File: src/rtl/core/bfpa_pkg.sv
`timescale 1ns / 1ps
// ----------------------------------------------------------------------------
// bfpa_pkg
// Shared constants, codes and types of the best-fit page allocator.
// ----------------------------------------------------------------------------
package bfpa_pkg;

    localparam int PAGE_BYTES   = 4096;
    localparam int HEADER_BYTES = 24;
    localparam int MAX_CHUNKS   = 64;
    localparam int HEAP_PAGES   = 256;

    localparam int ADDR_W     = 20;
    localparam int REQ_W      = 21;
    localparam int STATUS_W   = 3;
    localparam int PAGE_SHIFT = $clog2(PAGE_BYTES);
    localparam int PAGES_W    = $clog2(HEAP_PAGES + 1);
    localparam int IDX_W      = $clog2(MAX_CHUNKS);
    localparam int CNT_W      = $clog2(MAX_CHUNKS + 1);
    // request + header + page - 1, before the shift down to pages
    localparam int NEED_W     = REQ_W + 2;
    localparam int NEEDP_W    = NEED_W - PAGE_SHIFT;
    localparam int CMP_W      = (NEEDP_W > PAGES_W) ? NEEDP_W + 1 : PAGES_W + 1;
    localparam int OFFS_W     = PAGES_W + PAGE_SHIFT + 1;

    localparam logic OP_ALLOC = 1'b0;
    localparam logic OP_FREE  = 1'b1;

    localparam logic [STATUS_W-1:0] ST_OK      = 3'd0;
    localparam logic [STATUS_W-1:0] ST_ZERO    = 3'd1;
    localparam logic [STATUS_W-1:0] ST_FULL    = 3'd2;
    localparam logic [STATUS_W-1:0] ST_UNKNOWN = 3'd3;
    localparam logic [STATUS_W-1:0] ST_EMPTY   = 3'd4;

    typedef struct packed {
        logic [PAGES_W-1:0] pages;
        logic               in_use;
    } entry_t;

    typedef struct packed {
        logic [IDX_W-1:0] rd_addr;
        logic             wr_en;
        logic [IDX_W-1:0] wr_addr;
        entry_t           wr_data;
    } tbl_req_t;

    typedef struct packed {
        logic [ADDR_W-1:0]   granted_address;
        logic [STATUS_W-1:0] status;
    } result_t;

endpackage

File: src/rtl/core/bfpa_table.sv
`timescale 1ns / 1ps
// ----------------------------------------------------------------------------
// bfpa_table
// Chunk table memory: one write and one registered read per cycle.
// ----------------------------------------------------------------------------
module bfpa_table
    import bfpa_pkg::*;
(
    input  logic     clk,
    input  tbl_req_t req,
    output entry_t   rd_data
);

    entry_t mem [MAX_CHUNKS];
    entry_t rd_data_reg;

    always_ff @(posedge clk)
    begin
        if (req.wr_en)
        begin
            mem[req.wr_addr] <= req.wr_data;
        end
        rd_data_reg <= mem[req.rd_addr];
    end

    assign rd_data = rd_data_reg;

endmodule

File: config.mk
export PLATFORM = sky130hd
export DESIGN_NAME = bfpa_table
export DESIGN_NICKNAME = d
export VERILOG_FILES = /design/src/rtl/core/bfpa_pkg.sv /design/src/rtl/core/bfpa_table.sv
export SDC_FILE = /design/constraint.sdc
export NUM_CORES = 1
export LEC_CHECK = 0
export BUFFER_PORTS_ARGS = -buffer_cell sky130_fd_sc_hd__clkbuf_2
export CAP_MARGIN = 20
export CORE_ASPECT_RATIO = 1.5
export CORE_MARGIN = 3
export CORE_UTILIZATION = 40
export DETAILED_ROUTE_END_ITERATION = 8
export PLACE_DENSITY = 0.6
export SYNTH_ARGS = -nofsm -noshare
export SYNTH_HDL_FRONTEND = slang
export SYNTH_SLANG_ARGS = --single-unit
File: constraint.sdc
create_clock -name clk -period 5.7 [get_ports clk]
set_clock_uncertainty 0.15 [all_clocks]
set_input_delay 1.14 -clock clk [delete_from_list [all_inputs] [get_ports clk]]
set_output_delay 1.14 -clock clk [all_outputs]
set_load 0.01 [all_outputs]
==> flow_summary.json <==
{
  "holdBufCountCts": 0,
  "finalWeightedCongestion": 0.786,
  "hold_depth": 4,
  "ant_nets": 0,
  "cts.sinks": 650,
  "worstSetupPathType": "primary input to flop",
  "max-slew-margin-rel_pct": 20.0,
  "finalCritPeriodShare_pct": 62.9,
  "endpoint_kind": "flop",
  "fin_nets": 1227,
  "status": "complete, no violations",
  "initial_utilization_pct": 40.7,
  "io_buffers": 33,
  "gr-total-overflow": 0,
  "fp.dieW_microns": 211,
  "worstMarginPinSlew_ns": 1.20,
  "cts_setup_buffers": 0,
  "syn_area_per_cell_sq_um": 22.5,
  "wl_per_cell_microns": 28.4,
  "stdcell_area_sq_mm": 0.0282,
  "htree_num_levels": 2,
  "drtPass1Iterations": 7,
  "drt_iter0_markers": 885,
  "via_count": 11500,
  "rrSetupSlack_ns": 3.10,
  "cts_made_buffers": 57,
  "fin_tns_setup_ns": 0,
  "rr_startpoint": "mem[38][3]$_DFFE_PP_",
  "layout_common_cells": "edfxtp_1, mux4_2, nor2_1",
  "ys_top_cells_by_area": "edfxtp_1, mux4_2, mux2i_1, nor2_1, dfxtp_1",
  "synthFlopType": "edfxtp_1",
  "start_kind": "primary input",
  "synth_top_cell_by_area": "edfxtp_1",
  "die_area_sq_mm": 0.0659,
  "placed_cell_area_sq_mm": 0.0263,
  "reg2reg_depth": 5,
  "r2r-end": "rd_data[3]$_DFF_P_",
  "synthToLayoutAreaGrowth_pct": 12.3,
  "synth_cell_types": 37,
  "drive_gt1_share_pct": 27.9,
  "grt_pass1_wl_microns": 84800,
  "grt_setup_unrepaired": "no",
  "leakagePower_nw": 8.82,
  "min_period_ns": 3.59,
  "grt_max_degree": 79,
  "cap_viol_max_count": 0,
  "worst_ep_arrival_time_ns": 3.97,
  "cts_tree": "done",
  "largest_reg_flops": 640,
  "synth-async-reset-ratio_pct": 0,
  "hp-class": "flop to flop",
  "n_antenna_cell": 0,
  "mostFrequentLayoutCell": "edfxtp_1",
  "path_clk_slew_ns": 0.07,
  "crit_path_start": "req[21]",
  "endpoint": "rd_data[5]$_DFF_P_",
  "synth-seq-cells": 650,
  "grt_pass1_vias": 12000,
  "path_max_fanout": 15,
  "report.final.slew_viol_count": 0,
  "p_per_area_mw_per_mm2": 337,
  "clock_latency_ns": 0.60,
  "cts_buffer_depth": 3,
  "hpwl_microns": 35100,
  "syn-num-nets": 1142,
  "synthesis.area_sq_mm": 0.0251,
  "max_freq_ghz": 0.279,
  "finalSetupViolations": 0,
  "synth_edf_count": 640,
  "yosysWarnings": 0,
  "grtUsageTotal_pct": 17.6,
  "vdd_drop_max_uv": 238,
  "rows": 111,
  "ioPinCount": 34,
  "antenna_found_initial": 1,
  "fin_cells": 2040,
  "viasPerCell": 5.66,
  "seq_area_frac_synth_pct": 77.4,
  "cts_root_buf": "clkbuf_16",
  "required_ns": 6.09,
  "synthCells": 1118,
  "hold_viol": 0,
  "drc": 0,
  "die_y_microns": 313,
  "yosys.area.top_type_share_pct": 76.6,
  "placed_cells": 1921,
  "cts_resized": 0,
  "core-area_sq_mm": 0.0617,
  "wl_microns": 57900
}
==> how the worst min path moves through the flow <==
stage,endpoint,startpoint,slack [ns]
2_1_floorplan,rd_data[2]$_DFF_P_,mem[6][2]$_DFFE_PP_,0.66
3_3_place_gp,rd_data[4]$_DFF_P_,mem[2][4]$_DFFE_PP_,0.70
3_5_place_dp,rd_data[4]$_DFF_P_,mem[1][4]$_DFFE_PP_,0.71
4_1_cts,rd_data[4]$_DFF_P_,mem[1][4]$_DFFE_PP_,0.72
5_1_grt,rd_data[4]$_DFF_P_,mem[3][4]$_DFFE_PP_,0.75
6_report,rd_data[4]$_DFF_P_,mem[1][4]$_DFFE_PP_,0.72
==> logic make-up (layout without fill, tap and decap cells) <==
group	Yosys count	in the layout	share of synthesized area (%)
multiplexers	224	224	17.0
flip-flops	650	650	77.4
buffers and inverters	62	193	1.34
AO/OA/AOI/OAI	63	63	2.08
AND/OR/NAND/NOR	119	119	2.18
==> power by group <==
group          internal [W]  total [W]  switching, W
Clock               0.00202    0.00370       0.00168
Combinational      0.000188   0.000497      0.000309
Sequential          0.00529    0.00530     0.0000148
==> metal layers <==
| metal | wire length (microns) | part of all wire, % | GRT usage (%) | up-vias |
|---|---|---|---|---|
| li1 | - | - | - | 4887 |
| met1 | 22300 | 39 | 22.4 | 6241 |
| met2 | 31200 | 54 | 31.6 | 316 |
| met3 | 2530 | 4.4 | 2.05 | 103 |
| met4 | 1820 | 3.1 | 5.68 | 0 |
| met5 | 0 | 0 | 0 | - |
==> cells in the mapped netlist (8+ instances only) <==
cell type,count
edfxtp_1,640
mux4_2,160
nor2_1,70
mux2i_1,52
clkbuf_1,25
buf_2,16
buf_4,15
o22ai_1,15
nor2b_1,12
dfxtp_1,10
a211oi_1,9
a22oi_1,9
nand2_1,8
==> worst max-delay path, stage by stage <==
cell       delay, ns
clkbuf_2        0.41
buf_4           0.40
or3b_1          0.48
o22ai_1         0.37
a2111oi_2       0.15
a221oi_1        0.74
a22o_1          0.26
==> layout make-up <==
class	instances	area, sq um
clock buffer	75	1520
tap	791	990
clock inverter	30	245
sequential	650	19400
timing repair buffer	88	663
fill	5159	33500
multi-input combinational	406	5360
==> per-stage QoR <==
step	hold slack (ns)	total power [W]	util (%)	setup WS (ns)
2_1_floorplan	0.661	0.00569	-	2.61
3_3_place_gp	0.699	0.00591	42.5	1.47
3_5_place_dp	0.711	0.00592	42.7	1.47
4_1_cts	0.718	0.00960	45.5	2.10
5_1_grt	0.748	0.00979	45.7	2.01
6_report	0.718	0.00950	45.7	2.11
Note: power is estimated with default switching activity, not from simulation.
